$ cat config.mk
export PLATFORM = sky130hd
export DESIGN_NAME = i2c_master_write_read_sequencer
export DESIGN_NICKNAME = d
export VERILOG_FILES = /design/src/rtl/i2cwrs_pkg.sv /design/src/rtl/i2cwrs_fifo.sv /design/src/rtl/i2cwrs_front.sv /design/src/rtl/i2cwrs_back.sv /design/src/rtl/i2c_master_write_read_sequencer.sv
export SDC_FILE = /design/constraint.sdc
export NUM_CORES = 1
export LEC_CHECK = 0
export BUFFER_PORTS_ARGS = -buffer_cell sky130_fd_sc_hd__buf_2
export CAP_MARGIN = 10
export CORE_ASPECT_RATIO = 1.75
export CORE_UTILIZATION = 51
export DETAILED_ROUTE_END_ITERATION = 8
export PLACE_DENSITY = 0.69
export SETUP_SLACK_MARGIN = 0.15
export SYNTH_ARGS = -nofsm -noshare
export SYNTH_HDL_FRONTEND = slang
export SYNTH_SLANG_ARGS = --single-unit
$ cat constraint.sdc
create_clock -name clk_i -period 15.5 [get_ports clk_i]
set_input_delay 3.1 -clock clk_i [delete_from_list [all_inputs] [get_ports clk_i]]
set_output_delay 3.1 -clock clk_i [all_outputs]
set_load 0.02 [all_outputs]
$ cat src/rtl/i2cwrs_pkg.sv
`timescale 1ns / 1ps

package i2cwrs_pkg;

  // Default depth of the write byte buffer.
  localparam int unsigned WRITE_DEPTH_DEF = 32;
  // Depth of the queues between the front, the sequencer and the result port.
  localparam int unsigned QUEUE_DEPTH = 2;

  // Input operation codes.
  localparam logic [1:0] OP_PUSH  = 2'd0;
  localparam logic [1:0] OP_START = 2'd1;
  localparam logic [1:0] OP_EVENT = 2'd2;

  // Controller status codes, after masking.
  localparam logic [7:0] STATUS_MASK  = 8'hF8;
  localparam logic [7:0] ST_START     = 8'h08;
  localparam logic [7:0] ST_RESTART   = 8'h10;
  localparam logic [7:0] ST_WADDR_ACK = 8'h18;
  localparam logic [7:0] ST_WADDR_NAK = 8'h20;
  localparam logic [7:0] ST_WDATA_ACK = 8'h28;
  localparam logic [7:0] ST_WDATA_NAK = 8'h30;
  localparam logic [7:0] ST_RADDR_ACK = 8'h40;
  localparam logic [7:0] ST_RADDR_NAK = 8'h48;
  localparam logic [7:0] ST_RDATA_ACK = 8'h50;
  localparam logic [7:0] ST_RDATA_NAK = 8'h58;

  typedef enum logic [1:0] {
    KIND_PUSH,
    KIND_START,
    KIND_EVENT
  } kind_e;

  typedef enum logic [2:0] {
    CMD_NONE,
    CMD_START,
    CMD_SEND,
    CMD_RACK,
    CMD_RNACK,
    CMD_STOP
  } cmd_e;

  typedef enum logic [1:0] {
    OUT_OK,
    OUT_NAK,
    OUT_ERR
  } outcome_e;

  typedef struct packed {
    kind_e      kind;
    logic [7:0] data_byte;
    logic [7:0] slave_addr;
    logic [7:0] read_count;
    logic [7:0] status;
    logic [7:0] rx_byte;
  } item_t;

  typedef struct packed {
    cmd_e       bus_command;
    logic [7:0] tx_byte;
    logic [7:0] rx_data;
    logic       rx_valid;
    logic       done_res;
    outcome_e   outcome;
    logic [7:0] fail_status;
  } result_t;

endpackage

$ cat src/rtl/i2cwrs_fifo.sv
`timescale 1ns / 1ps

module i2cwrs_fifo #(
  parameter int unsigned WIDTH = 8,
  parameter int unsigned DEPTH = 2
) (
  input  logic             clk_i,
  input  logic             rst_ni,
  input  logic             wr_valid_i,
  input  logic [WIDTH-1:0] wr_data_i,
  output logic             full_o,
  input  logic             rd_ready_i,
  output logic [WIDTH-1:0] rd_data_o,
  output logic             empty_o
);

  localparam int unsigned PW = (DEPTH > 1) ? $clog2(DEPTH) : 1;
  localparam int unsigned CW = $clog2(DEPTH + 1);
  localparam logic [PW-1:0] LAST_PTR = PW'(DEPTH - 1);
  localparam logic [CW-1:0] DEPTH_C = CW'(DEPTH);

  logic [WIDTH-1:0] store_q [DEPTH];
  logic [PW-1:0]    wr_ptr_q, wr_ptr_d;
  logic [PW-1:0]    rd_ptr_q, rd_ptr_d;
  logic [CW-1:0]    cnt_q, cnt_d;
  logic             do_wr, do_rd;

  assign full_o    = (cnt_q == DEPTH_C);
  assign empty_o   = (cnt_q == '0);
  assign do_wr     = wr_valid_i && !full_o;
  assign do_rd     = rd_ready_i && !empty_o;
  assign rd_data_o = store_q[rd_ptr_q];

  always_comb begin
    wr_ptr_d = wr_ptr_q;
    rd_ptr_d = rd_ptr_q;
    cnt_d    = cnt_q;
    if (do_wr) begin
      wr_ptr_d = (wr_ptr_q == LAST_PTR) ? '0 : wr_ptr_q + 1'b1;
    end
    if (do_rd) begin
      rd_ptr_d = (rd_ptr_q == LAST_PTR) ? '0 : rd_ptr_q + 1'b1;
    end
    if (do_wr && !do_rd) begin
      cnt_d = cnt_q + 1'b1;
    end else if (do_rd && !do_wr) begin
      cnt_d = cnt_q - 1'b1;
    end
  end

  always_ff @(posedge clk_i or negedge rst_ni) begin
    if (!rst_ni) begin
      wr_ptr_q <= '0;
      rd_ptr_q <= '0;
      cnt_q    <= '0;
    end else begin
      wr_ptr_q <= wr_ptr_d;
      rd_ptr_q <= rd_ptr_d;
      cnt_q    <= cnt_d;
    end
  end

  always_ff @(posedge clk_i) begin
    if (do_wr) begin
      store_q[wr_ptr_q] <= wr_data_i;
    end
  end

`ifndef ASSERT_OFF
  a_cnt_bound: assert property (@(posedge clk_i) disable iff (!rst_ni)
    cnt_q <= DEPTH_C)
    else $error("queue count beyond depth");

  a_cnt_grow: assert property (@(posedge clk_i) disable iff (!rst_ni)
    (do_wr && !do_rd) |=> (cnt_q == $past(cnt_q) + 1'b1))
    else $error("queue count did not follow a lone write");
`endif

endmodule

$ cat src/rtl/i2cwrs_front.sv
`timescale 1ns / 1ps

module i2cwrs_front (
  input  logic               clk_i,
  input  logic               rst_ni,
  input  logic               push,
  output logic               full,
  input  logic [1:0]         op_i,
  input  logic [7:0]         data_byte_i,
  input  logic [7:0]         slave_addr_i,
  input  logic [7:0]         read_count_i,
  input  logic [7:0]         bus_status_i,
  input  logic [7:0]         rx_byte_i,
  input  logic               item_pop_i,
  output i2cwrs_pkg::item_t  item_o,
  output logic               item_empty_o
);

  import i2cwrs_pkg::*;

  item_t item;
  logic  keep;

  // Unknown operation codes are dropped here and never reach the sequencer.
  always_comb begin
    item.kind        = KIND_PUSH;
    item.data_byte   = data_byte_i;
    item.slave_addr  = slave_addr_i;
    item.read_count  = read_count_i;
    item.status      = bus_status_i & STATUS_MASK;
    item.rx_byte     = rx_byte_i;
    keep             = 1'b1;
    case (op_i)
      OP_PUSH:  item.kind = KIND_PUSH;
      OP_START: item.kind = KIND_START;
      OP_EVENT: item.kind = KIND_EVENT;
      default:  keep = 1'b0;
    endcase
  end

  i2cwrs_fifo #(
    .WIDTH ($bits(item_t)),
    .DEPTH (QUEUE_DEPTH)
  ) u_item_q (
    .clk_i      (clk_i),
    .rst_ni     (rst_ni),
    .wr_valid_i (push && keep),
    .wr_data_i  (item),
    .full_o     (full),
    .rd_ready_i (item_pop_i),
    .rd_data_o  (item_o),
    .empty_o    (item_empty_o)
  );

endmodule

$ cat src/rtl/i2cwrs_back.sv
`timescale 1ns / 1ps

module i2cwrs_back #(
  parameter int unsigned WRITE_DEPTH = i2cwrs_pkg::WRITE_DEPTH_DEF
) (
  input  logic                clk_i,
  input  logic                rst_ni,
  input  logic                item_empty_i,
  input  i2cwrs_pkg::item_t   item_i,
  output logic                item_pop_o,
  input  logic                res_full_i,
  output logic                res_push_o,
  output i2cwrs_pkg::result_t res_o
);

  import i2cwrs_pkg::*;

  localparam int unsigned AW = (WRITE_DEPTH > 1) ? $clog2(WRITE_DEPTH) : 1;
  localparam int unsigned CW = $clog2(WRITE_DEPTH + 1);
  localparam logic [CW-1:0] DEPTH_C = CW'(WRITE_DEPTH);

  typedef enum logic [2:0] {
    PH_IDLE,
    PH_W_START,
    PH_W_ADDR,
    PH_W_DATA,
    PH_R_START,
    PH_R_ADDR,
    PH_R_ACK,
    PH_R_NACK
  } phase_e;

  phase_e        phase_q, phase_d;
  logic [CW-1:0] fill_q, fill_d;
  logic [CW-1:0] pos_q, pos_d;
  logic [7:0]    reads_q, reads_d;
  logic [7:0]    addr_q, addr_d;
  logic          wrote_q, wrote_d;

  logic [7:0]    wbuf_q [WRITE_DEPTH];
  logic [7:0]    rd_byte_q;
  logic          wbuf_we;

  logic          take;
  logic          res_valid;
  logic          fin;
  logic          bad;
  logic [7:0]    reads_dec;
  logic [7:0]    reads_use;
  logic [7:0]    st;
  result_t       res;

  assign take       = !item_empty_i && !res_full_i;
  assign item_pop_o = take;
  assign res_push_o = take && res_valid;
  assign res_o      = res;
  assign st         = item_i.status;
  assign reads_dec  = (reads_q == '0) ? '0 : reads_q - 1'b1;
  // A data byte with ACK counts one read off before choosing ACK or NACK for the next.
  assign reads_use  = (phase_q == PH_R_ACK) ? reads_dec : reads_q;

  always_comb begin
    phase_d   = phase_q;
    fill_d    = fill_q;
    pos_d     = pos_q;
    reads_d   = reads_q;
    addr_d    = addr_q;
    wrote_d   = wrote_q;
    wbuf_we   = 1'b0;
    res       = '0;
    res_valid = 1'b0;
    fin       = 1'b0;
    bad       = 1'b0;
    if (take) begin
      case (item_i.kind)
        KIND_PUSH: begin
          if (phase_q == PH_IDLE && fill_q < DEPTH_C) begin
            wbuf_we = 1'b1;
            fill_d  = fill_q + 1'b1;
          end
        end
        KIND_START: begin
          if (phase_q == PH_IDLE) begin
            addr_d    = item_i.slave_addr;
            reads_d   = item_i.read_count;
            pos_d     = '0;
            res_valid = 1'b1;
            res.bus_command = CMD_START;
            if (fill_q != '0) begin
              wrote_d = 1'b1;
              phase_d = PH_W_START;
            end else if (item_i.read_count != '0) begin
              wrote_d = 1'b0;
              phase_d = PH_R_START;
            end else begin
              wrote_d = 1'b0;
              res.bus_command = CMD_NONE;
              fin = 1'b1;
            end
          end
        end
        KIND_EVENT: begin
          if (phase_q != PH_IDLE) begin
            res_valid = 1'b1;
            case (phase_q)
              PH_W_START: begin
                if (st == ST_START) begin
                  phase_d         = PH_W_ADDR;
                  res.bus_command = CMD_SEND;
                  res.tx_byte     = {addr_q[7:1], 1'b0};
                end else begin
                  bad = 1'b1;
                end
              end
              PH_W_ADDR: begin
                if (st == ST_WADDR_ACK) begin
                  phase_d         = PH_W_DATA;
                  pos_d           = pos_q + 1'b1;
                  res.bus_command = CMD_SEND;
                  res.tx_byte     = rd_byte_q;
                end else if (st == ST_WADDR_NAK) begin
                  fin = 1'b1;
                  res.bus_command = CMD_STOP;
                  res.outcome     = OUT_NAK;
                  res.fail_status = st;
                end else begin
                  bad = 1'b1;
                end
              end
              PH_W_DATA: begin
                if (st == ST_WDATA_ACK) begin
                  if (pos_q < fill_q) begin
                    pos_d           = pos_q + 1'b1;
                    res.bus_command = CMD_SEND;
                    res.tx_byte     = rd_byte_q;
                  end else if (reads_q != '0) begin
                    phase_d         = PH_R_START;
                    res.bus_command = CMD_START;
                  end else begin
                    fin = 1'b1;
                    res.bus_command = CMD_STOP;
                  end
                end else if (st == ST_WDATA_NAK) begin
                  fin = 1'b1;
                  res.bus_command = CMD_STOP;
                  res.outcome     = OUT_NAK;
                  res.fail_status = st;
                end else begin
                  bad = 1'b1;
                end
              end
              PH_R_START: begin
                if (st == (wrote_q ? ST_RESTART : ST_START)) begin
                  phase_d         = PH_R_ADDR;
                  res.bus_command = CMD_SEND;
                  res.tx_byte     = {addr_q[7:1], 1'b1};
                end else begin
                  bad = 1'b1;
                end
              end
              PH_R_ADDR, PH_R_ACK: begin
                if ((phase_q == PH_R_ADDR && st == ST_RADDR_ACK) ||
                    (phase_q == PH_R_ACK && st == ST_RDATA_ACK)) begin
                  reads_d = reads_use;
                  if (phase_q == PH_R_ACK) begin
                    res.rx_data  = item_i.rx_byte;
                    res.rx_valid = 1'b1;
                  end
                  if (reads_use > 8'd1) begin
                    phase_d         = PH_R_ACK;
                    res.bus_command = CMD_RACK;
                  end else begin
                    phase_d         = PH_R_NACK;
                    res.bus_command = CMD_RNACK;
                  end
                end else if (phase_q == PH_R_ADDR && st == ST_RADDR_NAK) begin
                  fin = 1'b1;
                  res.bus_command = CMD_STOP;
                  res.outcome     = OUT_NAK;
                  res.fail_status = st;
                end else begin
                  bad = 1'b1;
                end
              end
              PH_R_NACK: begin
                if (st == ST_RDATA_NAK) begin
                  fin = 1'b1;
                  res.bus_command = CMD_STOP;
                  res.rx_data     = item_i.rx_byte;
                  res.rx_valid    = 1'b1;
                end else begin
                  bad = 1'b1;
                end
              end
              default: bad = 1'b1;
            endcase
            // Any status the current phase does not expect aborts without a stop.
            if (bad) begin
              fin = 1'b1;
              res = '0;
              res.bus_command = CMD_NONE;
              res.outcome     = OUT_ERR;
              res.fail_status = st;
            end
          end
        end
        default: ;
      endcase
      if (fin) begin
        phase_d      = PH_IDLE;
        fill_d       = '0;
        pos_d        = '0;
        reads_d      = '0;
        res.done_res = 1'b1;
      end
    end
  end

  always_ff @(posedge clk_i or negedge rst_ni) begin
    if (!rst_ni) begin
      phase_q <= PH_IDLE;
      fill_q  <= '0;
      pos_q   <= '0;
      reads_q <= '0;
      addr_q  <= '0;
      wrote_q <= 1'b0;
    end else begin
      phase_q <= phase_d;
      fill_q  <= fill_d;
      pos_q   <= pos_d;
      reads_q <= reads_d;
      addr_q  <= addr_d;
      wrote_q <= wrote_d;
    end
  end

  // The read port follows the next send position, so the byte is ready when its event arrives.
  always_ff @(posedge clk_i) begin
    if (wbuf_we) begin
      wbuf_q[fill_q[AW-1:0]] <= item_i.data_byte;
    end
    rd_byte_q <= wbuf_q[pos_d[AW-1:0]];
  end

`ifndef ASSERT_OFF
  a_pos_le_fill: assert property (@(posedge clk_i) disable iff (!rst_ni)
    pos_q <= fill_q)
    else $error("send position ran past the buffered bytes");

  a_write_phase_has_bytes: assert property (@(posedge clk_i) disable iff (!rst_ni)
    (phase_q == PH_W_START || phase_q == PH_W_ADDR || phase_q == PH_W_DATA)
      |-> (fill_q != '0))
    else $error("write phase with an empty buffer");

  a_done_goes_idle: assert property (@(posedge clk_i) disable iff (!rst_ni)
    (res_push_o && res.done_res) |=> (phase_q == PH_IDLE && fill_q == '0))
    else $error("finished transaction did not return to idle");
`endif

endmodule

$ cat src/rtl/i2c_master_write_read_sequencer.sv
`timescale 1ns / 1ps
// Path: an input word is registered in the item queue, and its result word in the result queue before it can be popped.
// Throughput: one input word per cycle; the sequencer handles one word each cycle
// while the result queue has room, set by its single decision stage.
// Reset: rst_ni clears all control state asynchronously; the write buffer is empty
// after reset and its byte storage is not cleared.
module i2c_master_write_read_sequencer #(
  parameter int unsigned WRITE_DEPTH = i2cwrs_pkg::WRITE_DEPTH_DEF
) (
  input  logic       clk_i,
  input  logic       rst_ni,
  input  logic       push,
  output logic       full,
  input  logic [1:0] op_i,
  input  logic [7:0] data_byte_i,
  input  logic [7:0] slave_addr_i,
  input  logic [7:0] read_count_i,
  input  logic [7:0] bus_status_i,
  input  logic [7:0] rx_byte_i,
  output logic       empty,
  input  logic       pop,
  output logic [2:0] bus_command_o,
  output logic [7:0] tx_byte_o,
  output logic [7:0] rx_data_o,
  output logic       rx_valid_o,
  output logic       done_res_o,
  output logic [1:0] outcome_o,
  output logic [7:0] fail_status_o
);

  import i2cwrs_pkg::*;

  item_t   item;
  logic    item_empty;
  logic    item_pop;
  logic    res_full;
  logic    res_push;
  result_t res_in;
  result_t res_out;

  i2cwrs_front u_front (
    .clk_i         (clk_i),
    .rst_ni        (rst_ni),
    .push          (push),
    .full          (full),
    .op_i          (op_i),
    .data_byte_i   (data_byte_i),
    .slave_addr_i  (slave_addr_i),
    .read_count_i  (read_count_i),
    .bus_status_i  (bus_status_i),
    .rx_byte_i     (rx_byte_i),
    .item_pop_i    (item_pop),
    .item_o        (item),
    .item_empty_o  (item_empty)
  );

  i2cwrs_back #(
    .WRITE_DEPTH (WRITE_DEPTH)
  ) u_back (
    .clk_i        (clk_i),
    .rst_ni       (rst_ni),
    .item_empty_i (item_empty),
    .item_i       (item),
    .item_pop_o   (item_pop),
    .res_full_i   (res_full),
    .res_push_o   (res_push),
    .res_o        (res_in)
  );

  i2cwrs_fifo #(
    .WIDTH ($bits(result_t)),
    .DEPTH (QUEUE_DEPTH)
  ) u_res_q (
    .clk_i      (clk_i),
    .rst_ni     (rst_ni),
    .wr_valid_i (res_push),
    .wr_data_i  (res_in),
    .full_o     (res_full),
    .rd_ready_i (pop),
    .rd_data_o  (res_out),
    .empty_o    (empty)
  );

  assign bus_command_o = res_out.bus_command;
  assign tx_byte_o     = res_out.tx_byte;
  assign rx_data_o     = res_out.rx_data;
  assign rx_valid_o    = res_out.rx_valid;
  assign done_res_o    = res_out.done_res;
  assign outcome_o     = res_out.outcome;
  assign fail_status_o = res_out.fail_status;

endmodule

==> flow_summary.json, run 1 <==
{
  "dp_hpwl_mm": 26.6,
  "synth_xor_area_frac": 0.00844,
  "cp_slowest_cell": "buf_4",
  "max_cap_viol_count": 0,
  "hold_viol": 0,
  "synth_top_area_cell": "edfxtp_1",
  "synth_area_um2": 18700,
  "final_nets": 1366,
  "netlist_instances": 1237,
  "worstMarginPinSlew_ps": 1180,
  "rows": 92,
  "muxShareOfSynthArea": 0.111,
  "synth_seq_cells": 435,
  "holdPathStages": 2,
  "seq_area_frac_synth": 0.684,
  "rsz0062_at_grt": "false",
  "grt_pass1_wl_mm": 59.7,
  "synthAdderAreaFrac": 0.0107,
  "worst_slack_ps": 9000,
  "track_usage": 0.212,
  "synth_top_area_share": 0.624,
  "vias_per_cell": 5.76,
  "fin_hold_ws_ps": 485,
  "start_util": 0.519,
  "numCtsBuffers": 37,
  "slew_headroom": 0.210,
  "peakVddDrop_mv": 0.0955,
  "vias": 10400,
  "p_per_area_nw_per_um2": 158,
  "final_cell_mix": "388 x edfxtp_1, 160 x mux2i_1, 93 x nor2_1",
  "drtIter0Drc": 572,
  "switchingPower_uw": 964,
  "fmax_ghz": 0.154,
  "dieArea_um2": 37400,
  "skew_ps": 15.6,
  "synth.avg_cell_area_um2": 15.1,
  "drive_gt1_frac": 0.162,
  "diodes": 0,
  "min_period_ps": 6500,
  "grt_pass1_vias": 10800,
  "synth-edff-count": 388,
  "clockBufferDepth": 3,
  "async_flop_share": 0.0897,
  "synth_top_family_by_area": "multiplexers",
  "ys_types": 86,
  "hp-class": "flip-flop to flip-flop",
  "status": "finished, final reports clean",
  "dp_worst_setup_slack_ps": 8870,
  "crit_arrival_ps": 6880,
  "final-setup-viol-count": 0,
  "ys_warn_count": 0,
  "crit_path_frequent_cell": "buf_4",
  "final_common_cell": "edfxtp_1",
  "min_period_over_period": 0.419,
  "cts_resized": 0,
  "cts_tree": "yes",
  "crit_required_ps": 15880,
  "cts.htree.levels": 2,
  "avgRoutedWirePerCell_um": 21.5,
  "numClockSinks": 435,
  "postCtsHoldBufs": 0,
  "synthSimpleGateAreaFrac": 0.0857,
  "wirelength_mm": 38.7,
  "post_cts_buffers": 0,
  "cp_cell_sequence": "buf_4 -> mux2i_1 -> ha_1 -> and2_1 -> or2_2 -> nand3_1 -> a21oi_2 -> a21o_4 -> buf_4 -> buf_4 -> mux2i_1 -> a22oi_1 -> nand3b_1 -> nand4_1",
  "slew_viol_final": 0,
  "drt_pass1_iterations": 5,
  "insertion_delay_ps": 540,
  "drc_errors": 0,
  "place.gp.congestion": 0.930,
  "critPathLaunchType": "flip-flop",
  "power.share.clock": 0.297,
  "grt_max_degree": 67,
  "clk_pin_slew_ps": 60,
  "ys.flop_type": "edfxtp_1",
  "crit_path_end_kind": "flip-flop",
  "final_cells": 1803,
  "fill_cells": 2784,
  "power.total_uw": 3260,
  "fp.dieW_um": 147,
  "port_buffers": 71,
  "final_antenna_net_count": 0,
  "worstPathMaxFanout": 66,
  "fp.coreArea_um2": 36000,
  "synth_compound_area_frac": 0.0723,
  "ios": 79,
  "switching_share": 0.296,
  "seq_power_share": 0.478,
  "fin_tns_setup_ps": 0,
  "leakagePower_uw": 0.00790,
  "synthTopCellsByArea": "edfxtp_1 62%, mux2i_1 8.6%, dfrtp_1 5.2%, mux2_2 2.4%, a22oi_1 2.3%",
  "cts-root-buf": "clkbuf_16",
  "syn_to_final_growth_pct": 10.5,
  "crit_type": "flip-flop to flip-flop",
  "p_comb_frac": 0.226,
  "dp.cells": 1735,
  "internal_power_uw": 2300,
  "antenna_found_initial": 0,
  "ff2ff_path_depth": 14,
  "critPathMaxStageDelay_ps": 820,
  "grt-ovfl-total": 0,
  "die_y_um": 255
}
[power by group through the flow]
stage	Sequential (uW)	Combinational (uW)	Clock (uW)
2_1_floorplan	1540	549	0
3_3_place_gp	1580	727	0
3_5_place_dp	1580	741	0
4_1_cts	1560	744	984
5_1_grt	1570	807	1030
6_report	1560	736	968
[kinds of logic after synthesis]
family | after synthesis
DFF | 435
and+or+nand+nor | 299
muxes | 201
AOI/OAI and AO/OA | 182
buffers and inverters | 85
xor gates and xnor gates | 18
adders and majority gates | 16
other | 1
[path summary, 6_finish.rpt]
path	from	end	slack, ps
worst max-delay path	u_front.u_item_q.rd_ptr_q	u_back.rd_byte_q[3]	9000
worst min-delay path	u_back.addr_q[4]	u_back.addr_q[4]	490
worst max register to register	u_front.u_item_q.rd_ptr_q	u_back.rd_byte_q[3]	9000
worst min register to register	u_back.addr_q[4]	u_back.addr_q[4]	490
max in group asynchronous	rst_ni	u_front.u_item_q.rd_ptr_q	12430
min in group asynchronous	rst_ni	u_back.reads_q[4]	2630
[cell usage after synthesis (7+ instances only)]
library cell  count
a21o_1            7
nand2_1          55
a211oi_1         12
nand3_1          36
dfxtp_1           8
a21oi_1          22
buf_2             7
ha_1             16
buf_4             8
nor2_1           95
nor4_1           10
dfrtp_1          39
nand4_1          11
nor2b_1          16
and2_1            7
buf_6             9
inv_1            24
a22oi_1          57
xnor2_1          13
nand3b_1         10
a32oi_1           7
edfxtp_1        388
mux2i_1         160
nand2b_1          8
mux2_2           40
o21ai_0          25
clkbuf_1         22
nor3_1           10
[registers in the layout, indices dropped and copies added, names as in the netlist]
name                       count
u_back.phase_q                 3
u_back.pos_q                   6
u_res_q.wr_ptr_q               1
u_front.u_item_q.cnt_q         2
u_back.rd_byte_q               8
u_res_q.cnt_q                  2
u_back.addr_q                  7
u_back.wbuf_q                256
u_res_q.rd_ptr_q               1
u_front.u_item_q.rd_ptr_q      1
u_front.u_item_q.store_q      76
u_front.u_item_q.wr_ptr_q      1
u_back.reads_q                 8
u_back.fill_q                  6
u_res_q.store_q               56
u_back.wrote_q                 1
[per-layer routing]
| layer | vias to the layer above | global-route usage | share of wire |
|---|---|---|---|
| met2 | 254 | 0.430 | 0.58 |
| met1 | 5153 | 0.210 | 0.35 |
| met4 | 0 | 0.0970 | 0.041 |
| met3 | 73 | 0.0260 | 0.035 |
| met5 | - | 0 | 0 |
| li1 | 4898 | - | - |
[stage by stage]
step                utilization  cell area, um^2
floorplan                     -            18700
global placement          0.537            19300
detailed placement        0.537            19300
CTS                       0.573            20600
global route              0.573            20600
finish                    0.573            20600
[layout make-up]
type / instances / area (um^2) / area share
inverter: 28 / 105 / 0.00509
multi-input combinational: 719 / 5420 / 0.262
timing repair buffer: 83 / 445 / 0.0216
sequential: 435 / 12800 / 0.620
tap: 470 / 588 / 0.0285
clock buffer: 51 / 1100 / 0.0534
clock inverter: 17 / 196 / 0.00952
[critical path: cells and delay by family, from the launching register on]
kind | cells | cell delay, ps
simple gates | 5 | 1120
flops | 1 | 340
mux | 2 | 700
compound gates | 3 | 1150
fa+ha+maj | 1 | 800
buf+inv | 3 | 2150
Note: power is estimated with default switching activity, not from simulation.
==> run 2: changes to the inputs <==
ABC_AREA = 1   (was unset)
PLACE_DENSITY = 0.71   (was 0.69)
clock period = 5.8 ns   (was 15.5 ns; I/O delays follow)
==> flow_summary.json, run 2 <==
{
  "use_met1": 0.250,
  "synth.avg_cell_area_um2": 10.3,
  "numCtsBuffers": 38,
  "largest_reg_flops": 256,
  "worstMarginPinSlew_ps": 991,
  "fp.coreArea_um2": 37800,
  "cp_cell_sequence": "buf_4 -> o21ai_0 -> inv_1 -> ha_1 -> inv_1 -> nor2_1 -> nand2_2 -> nand2_4 -> nand2_4 -> nand2_4 -> nand2_4 -> buf_12 -> nand2_1 -> nand2_1 -> nand2_1 -> nand3_1 -> nand3_1 -> nand2_1 -> nand2_1 -> nand2_1",
  "synth_area_um2": 19600,
  "postCtsHoldBufs": 0,
  "slew_viol_final": 0,
  "track_usage": 0.236,
  "avgRoutedWirePerCell_um": 18.2,
  "dp_worst_setup_slack_ps": 833,
  "final_antenna_net_count": 0,
  "antenna_found_initial": 1,
  "syn_to_final_growth_pct": 9.60,
  "die_y_um": 261,
  "crit_arrival_ps": 5460,
  "insertion_delay_ps": 550,
  "drive_gt1_frac": 0.0942,
  "rsz0062_at_grt": "false",
  "port_buffers": 71,
  "worst_slack_ps": 755,
  "critPathLaunchType": "flip-flop",
  "slew_headroom": 0.339,
  "final_cells": 2456,
  "cpLargestDelayFamily": "simple AND/OR/NAND/NOR gates",
  "status": "finished, final reports clean",
  "fp.dieW_um": 150,
  "cts.htree.levels": 2,
  "ys_warn_count": 0,
  "cts_tree": "yes",
  "critPathMaxStageDelay_ps": 570,
  "cts-root-buf": "clkbuf_16",
  "leakagePower_uw": 0.00871,
  "vias_per_cell": 5.42,
  "grt_busiest_layer": "met2",
  "seq_area_frac_synth": 0.654,
  "netlist_instances": 1902,
  "crit_type": "flip-flop to flip-flop",
  "crit_required_ps": 6220,
  "regArea_um2": 12800,
  "worstPathMaxFanout": 80,
  "synth_commonest_cells": "508 x nand2_1, 388 x edfxtp_1, 304 x nand3_1",
  "wirelength_mm": 44.7,
  "crit_path_end_kind": "flip-flop",
  "cp_slowest_cell": "ha_1",
  "final_common_cell": "nand2_1",
  "drt_pass1_iterations": 5,
  "ys.flop_type": "edfxtp_1",
  "worst-path-buf-inv": 4,
  "vias": 13300,
  "grt_pass1_vias": 13200,
  "dieArea_um2": 39200,
  "synth-edff-count": 388,
  "start_util": 0.518,
  "power.total_uw": 10500,
  "hold_viol": 0,
  "cts_resized": 0,
  "multiInputGateArea_um2": 5480,
  "clk_pin_slew_ps": 60,
  "hp-class": "flip-flop to flip-flop",
  "synth_seq_cells": 435,
  "min_period_ps": 5050,
  "synthTopCellsByArea": "edfxtp_1 60%, nand2_1 9.7%, nand3_1 7.8%, dfrtp_1 5.0%, inv_1 4.1%",
  "synth_top_area_cell": "edfxtp_1",
  "final_nets": 2009,
  "final_cell_mix": "507 x nand2_1, 388 x edfxtp_1, 303 x nand3_1",
  "post_cts_buffers": 0,
  "met3_usage": 0.0279,
  "clockBufferDepth": 3,
  "numClockSinks": 435,
  "dp.cells": 2387,
  "grt_pass1_wl_mm": 70.1,
  "max_cap_viol_count": 0,
  "rows": 94,
  "fin_tns_setup_ps": 0,
  "dp_hpwl_mm": 29.4,
  "place.gp.congestion": 0.928,
  "final-setup-viol-count": 0,
  "r2r_slack_ps": 750,
  "fin_hold_ws_ps": 535,
  "met2_usage": 0.447,
  "skew_ps": 26.1,
  "ys_types": 48,
  "min_period_over_period": 0.870,
  "grt-ovfl-total": 0,
  "ios": 79,
  "drtIter0Drc": 816,
  "peakVddDrop_mv": 0.490,
  "async_flop_share": 0.0897,
  "synth_top_area_share": 0.595,
  "fmax_ghz": 0.198,
  "crit_path_frequent_cell": "nand2_1",
  "yosysMostFrequentCell": "nand2_1",
  "p_per_area_nw_per_um2": 488,
  "drc_errors": 0,
  "grt_max_degree": 83,
  "fill_cells": 3160
}
==> run 2: cell types whose count changed after synthesis, moves of 16 or more <==
cell / previous run / this run
nor2b_1: 16 / 0
nand3_1: 36 / 304
nand3b_1: 10 / 42
inv_1: 24 / 216
a22oi_1: 57 / 6
buf_2: 7 / 36
nor2_1: 95 / 118
mux2i_1: 160 / 2
mux2_2: 40 / 0
nand2_1: 55 / 508
==> run 2: layer usage <==
layer  vias to the layer above  wire (um)
li1                       6465          -
met1                      6325      16000
met2                       386      24400
met3                       135       1960
met4                         0       2390
met5                         -          0
==> run 2: tightest hold or removal path: cells and delay by family, from the launching register on <==
kind | cells | cell delay (ps)
flip-flops | 1 | 350
AO/OA/AOI/OAI | 1 | 70
AND/OR/NAND/NOR | 1 | 70
==> run 2: final cells by class <==
type,count,area share
clock inverters,21,0.00764
well taps,480,0.0280
repair buffers,96,0.0259
clock buffers,47,0.0473
multi-input cells,1151,0.255
inverters,225,0.0394
flip-flops and latches,435,0.596
diodes,1,0.000117
==> run 2: path summary, 6_finish.rpt <==
| kind | cells past startpoint | from | end |
|---|---|---|---|
| worst min register to register | 2 | u_front.u_item_q.store_q[0][24] | u_back.addr_q[3] |
| worst min-delay path | 2 | u_front.u_item_q.store_q[0][24] | u_back.addr_q[3] |
| min in group asynchronous | 1 | rst_ni | u_back.reads_q[3] |
| worst max-delay path | 20 | u_front.u_item_q.rd_ptr_q | u_back.rd_byte_q[1] |
| worst max register to register | 20 | u_front.u_item_q.rd_ptr_q | u_back.rd_byte_q[1] |
| max in group asynchronous | 1 | rst_ni | u_back.addr_q[3] |
==> run 2: metrics by stage <==
step	area (um^2)	util
floorplan	19600	-
global placement	20300	0.537
detailed placement	20300	0.537
CTS	21400	0.568
global route	21400	0.568
finish	21400	0.568
==> run 2: cell families (layout without fill, tap and decap cells) <==
| logic type | Yosys count | in the layout | share of synthesized area |
|---|---|---|---|
| compound gates | 97 | 97 | 0.0301 |
| xor+xnor | 10 | 10 | 0.00448 |
| fa+ha+maj | 16 | 16 | 0.0102 |
| buf+inv | 318 | 389 | 0.0689 |
| flops | 435 | 435 | 0.654 |
| mux | 2 | 2 | 0.00102 |
| other cells | 1 | 4 | 0.000192 |
| simple gates | 1023 | 1023 | 0.232 |
==> run 2: power breakdown <==
part	total (uW)	leakage (uW)	switching (uW)	internal, uW
Clock	2430	0.000574	1100	1340
Sequential	4220	0.00409	149	4070
Combinational	3820	0.00405	2800	1020
Total	10500	0.00871	4040	6420
==> run 3: changes to the inputs <==
CORE_UTILIZATION = 56   (was 51)
PLACE_DENSITY = 0.77   (was 0.71)
==> flow_summary.json, run 3 (synthesized netlist as in run 2, its figures left out) <==
{
  "final-setup-viol-count": 0,
  "drc_errors": 0,
  "avgRoutedWirePerCell_um": 18.2,
  "antenna_found_initial": 2,
  "die_y_um": 249,
  "critPathMaxStageDelay_ps": 670,
  "rows": 90,
  "ios": 79,
  "post_cts_buffers": 0,
  "fp.dieW_um": 143,
  "drtIter0Drc": 1297,
  "clk_pin_slew_ps": 60,
  "min_period_ps": 5150,
  "worstMarginPinSlew_ps": 1040,
  "drive_gt1_frac": 0.0932,
  "p_per_area_nw_per_um2": 489,
  "hold_viol": 0,
  "insertion_delay_ps": 550,
  "grt-ovfl-total": 0,
  "finish.instance_area_um2": 21400,
  "crit_type": "flip-flop to flip-flop",
  "peakVddDrop_mv": 0.420,
  "clockBufferDepth": 3,
  "fp.coreArea_um2": 34500,
  "numClockSinks": 435,
  "fin_tns_setup_ps": 0,
  "worstPathMaxFanout": 73,
  "status": "finished, final reports clean",
  "drt_pass1_iterations": 6,
  "hp-class": "flip-flop to flip-flop",
  "vias_per_cell": 5.61,
  "numCtsBuffers": 38,
  "port_buffers": 71,
  "max_cap_viol_count": 0,
  "place_area_um2": 20200,
  "postCtsHoldBufs": 0,
  "dp_worst_setup_slack_ps": 715,
  "critPathLaunchType": "flip-flop",
  "cts_resized": 0,
  "skew_ps": 18.1,
  "worst-path-buf-inv": 6,
  "cts.htree.levels": 2,
  "syn_to_final_growth_pct": 9.57,
  "cpLargestDelayFamily": "simple AND/OR/NAND/NOR gates",
  "cp_slowest_cell": "nand2_4",
  "grt_pass1_vias": 13400,
  "final_nets": 2010,
  "wirelength_mm": 44.4,
  "final_antenna_net_count": 0,
  "crit_path_end_kind": "flip-flop",
  "cts-root-buf": "clkbuf_16",
  "regArea_um2": 12800,
  "place.gp.congestion": 0.949,
  "slew_viol_final": 0,
  "rsz0062_at_grt": "false",
  "leakagePower_uw": 0.00870,
  "crit_arrival_ps": 5560,
  "final_common_cell": "nand2_1",
  "crit_required_ps": 6210,
  "grt_pass1_wl_mm": 69.2,
  "dp_hpwl_mm": 28.7,
  "slew_headroom": 0.307,
  "power.total_uw": 10500,
  "dieArea_um2": 35700,
  "fill_cells": 2685,
  "vias": 13700,
  "worst_slack_ps": 650,
  "min_period_over_period": 0.888,
  "track_usage": 0.256,
  "cts_tree": "yes",
  "multiInputGateArea_um2": 5480,
  "start_util": 0.568,
  "fmax_ghz": 0.194,
  "final_cell_mix": "507 x nand2_1, 388 x edfxtp_1, 303 x nand3_1",
  "cp_cell_sequence": "buf_4 -> inv_2 -> or2_2 -> o21ai_0 -> inv_1 -> ha_1 -> buf_4 -> inv_1 -> nor2_1 -> nand2_2 -> nand2_4 -> nand2_4 -> nand2_4 -> nand2_4 -> buf_12 -> nand2_1 -> nand3_1 -> nand3_1 -> nand3_1 -> nand2_1 -> nand2_1 -> nand2_1",
  "largest_reg_flops": 256,
  "grt_max_degree": 82
}
run 3: changes by cell type in the layout (fill, tap and decap cells not counted):
| cell | previous run | this run |
|---|---|---|
| clkinvlp_4 | 2 | 4 |
| clkinv_1 | 13 | 7 |
| clkbuf_8 | 3 | 0 |
| diode_2 | 1 | 2 |
| clkinv_2 | 6 | 2 |
| buf_12 | 1 | 2 |
| clkbuf_1 | 6 | 13 |
| bufinv_16 | 2 | 3 |
| clkinv_4 | 0 | 1 |
run 3: area by class of cell:
class,instances,area share
Antenna cell,2,0.000233
Inverter,225,0.0394
Tap cell,460,0.0268
Timing Repair Buffer,97,0.0268
Sequential cell,435,0.596
Multi-Input combinational cell,1151,0.255
Clock buffer,51,0.0466
Clock inverter,15,0.00817
run 3: through the flow:
| step | instances | hold WS (ps) | utilization |
|---|---|---|---|
| after floorplan | 1904 | 487 | - |
| after global placement | 2367 | 514 | 0.587 |
| after detailed placement | 2367 | 531 | 0.587 |
| after CTS | 2433 | 539 | 0.621 |
| after global routing | 2436 | 564 | 0.622 |
| final | 2436 | 535 | 0.622 |
run 3: tightest hold or removal path, cell delays in order, from the launching register on:
cell,delay (ps)
edfxtp_1,350
nand2_1,70
a31oi_1,80
run 3: where the power goes:
part	internal (uW)	leakage [uW]	total [uW]	switching, uW
Sequential	4070	0.00409	4220	154
Combinational	1040	0.00406	3810	2760
Clock	1360	0.000555	2450	1090
run 3: worst paths after layout:
kind                            depth (start not counted)  slack, ps                             from                  end
worst max-delay path                                   22        650        u_front.u_item_q.rd_ptr_q  u_back.rd_byte_q[0]
worst min-delay path                                    2        540  u_front.u_item_q.store_q[1][25]     u_back.addr_q[4]
worst max register to register                         22        650        u_front.u_item_q.rd_ptr_q  u_back.rd_byte_q[0]
worst min register to register                          2        540  u_front.u_item_q.store_q[1][25]     u_back.addr_q[4]
max in group asynchronous                               1       4340                           rst_ni     u_back.addr_q[5]
min in group asynchronous                               1        790                           rst_ni    u_back.reads_q[3]
run 3: per-layer routing:
metal  GRT usage  vias up  wire, um
met2       0.457      609     23700
met1       0.276     6412     15300
met4       0.176        0      2810
li1            -     6465         -
met3      0.0340      171      2640
met5           0        -         0
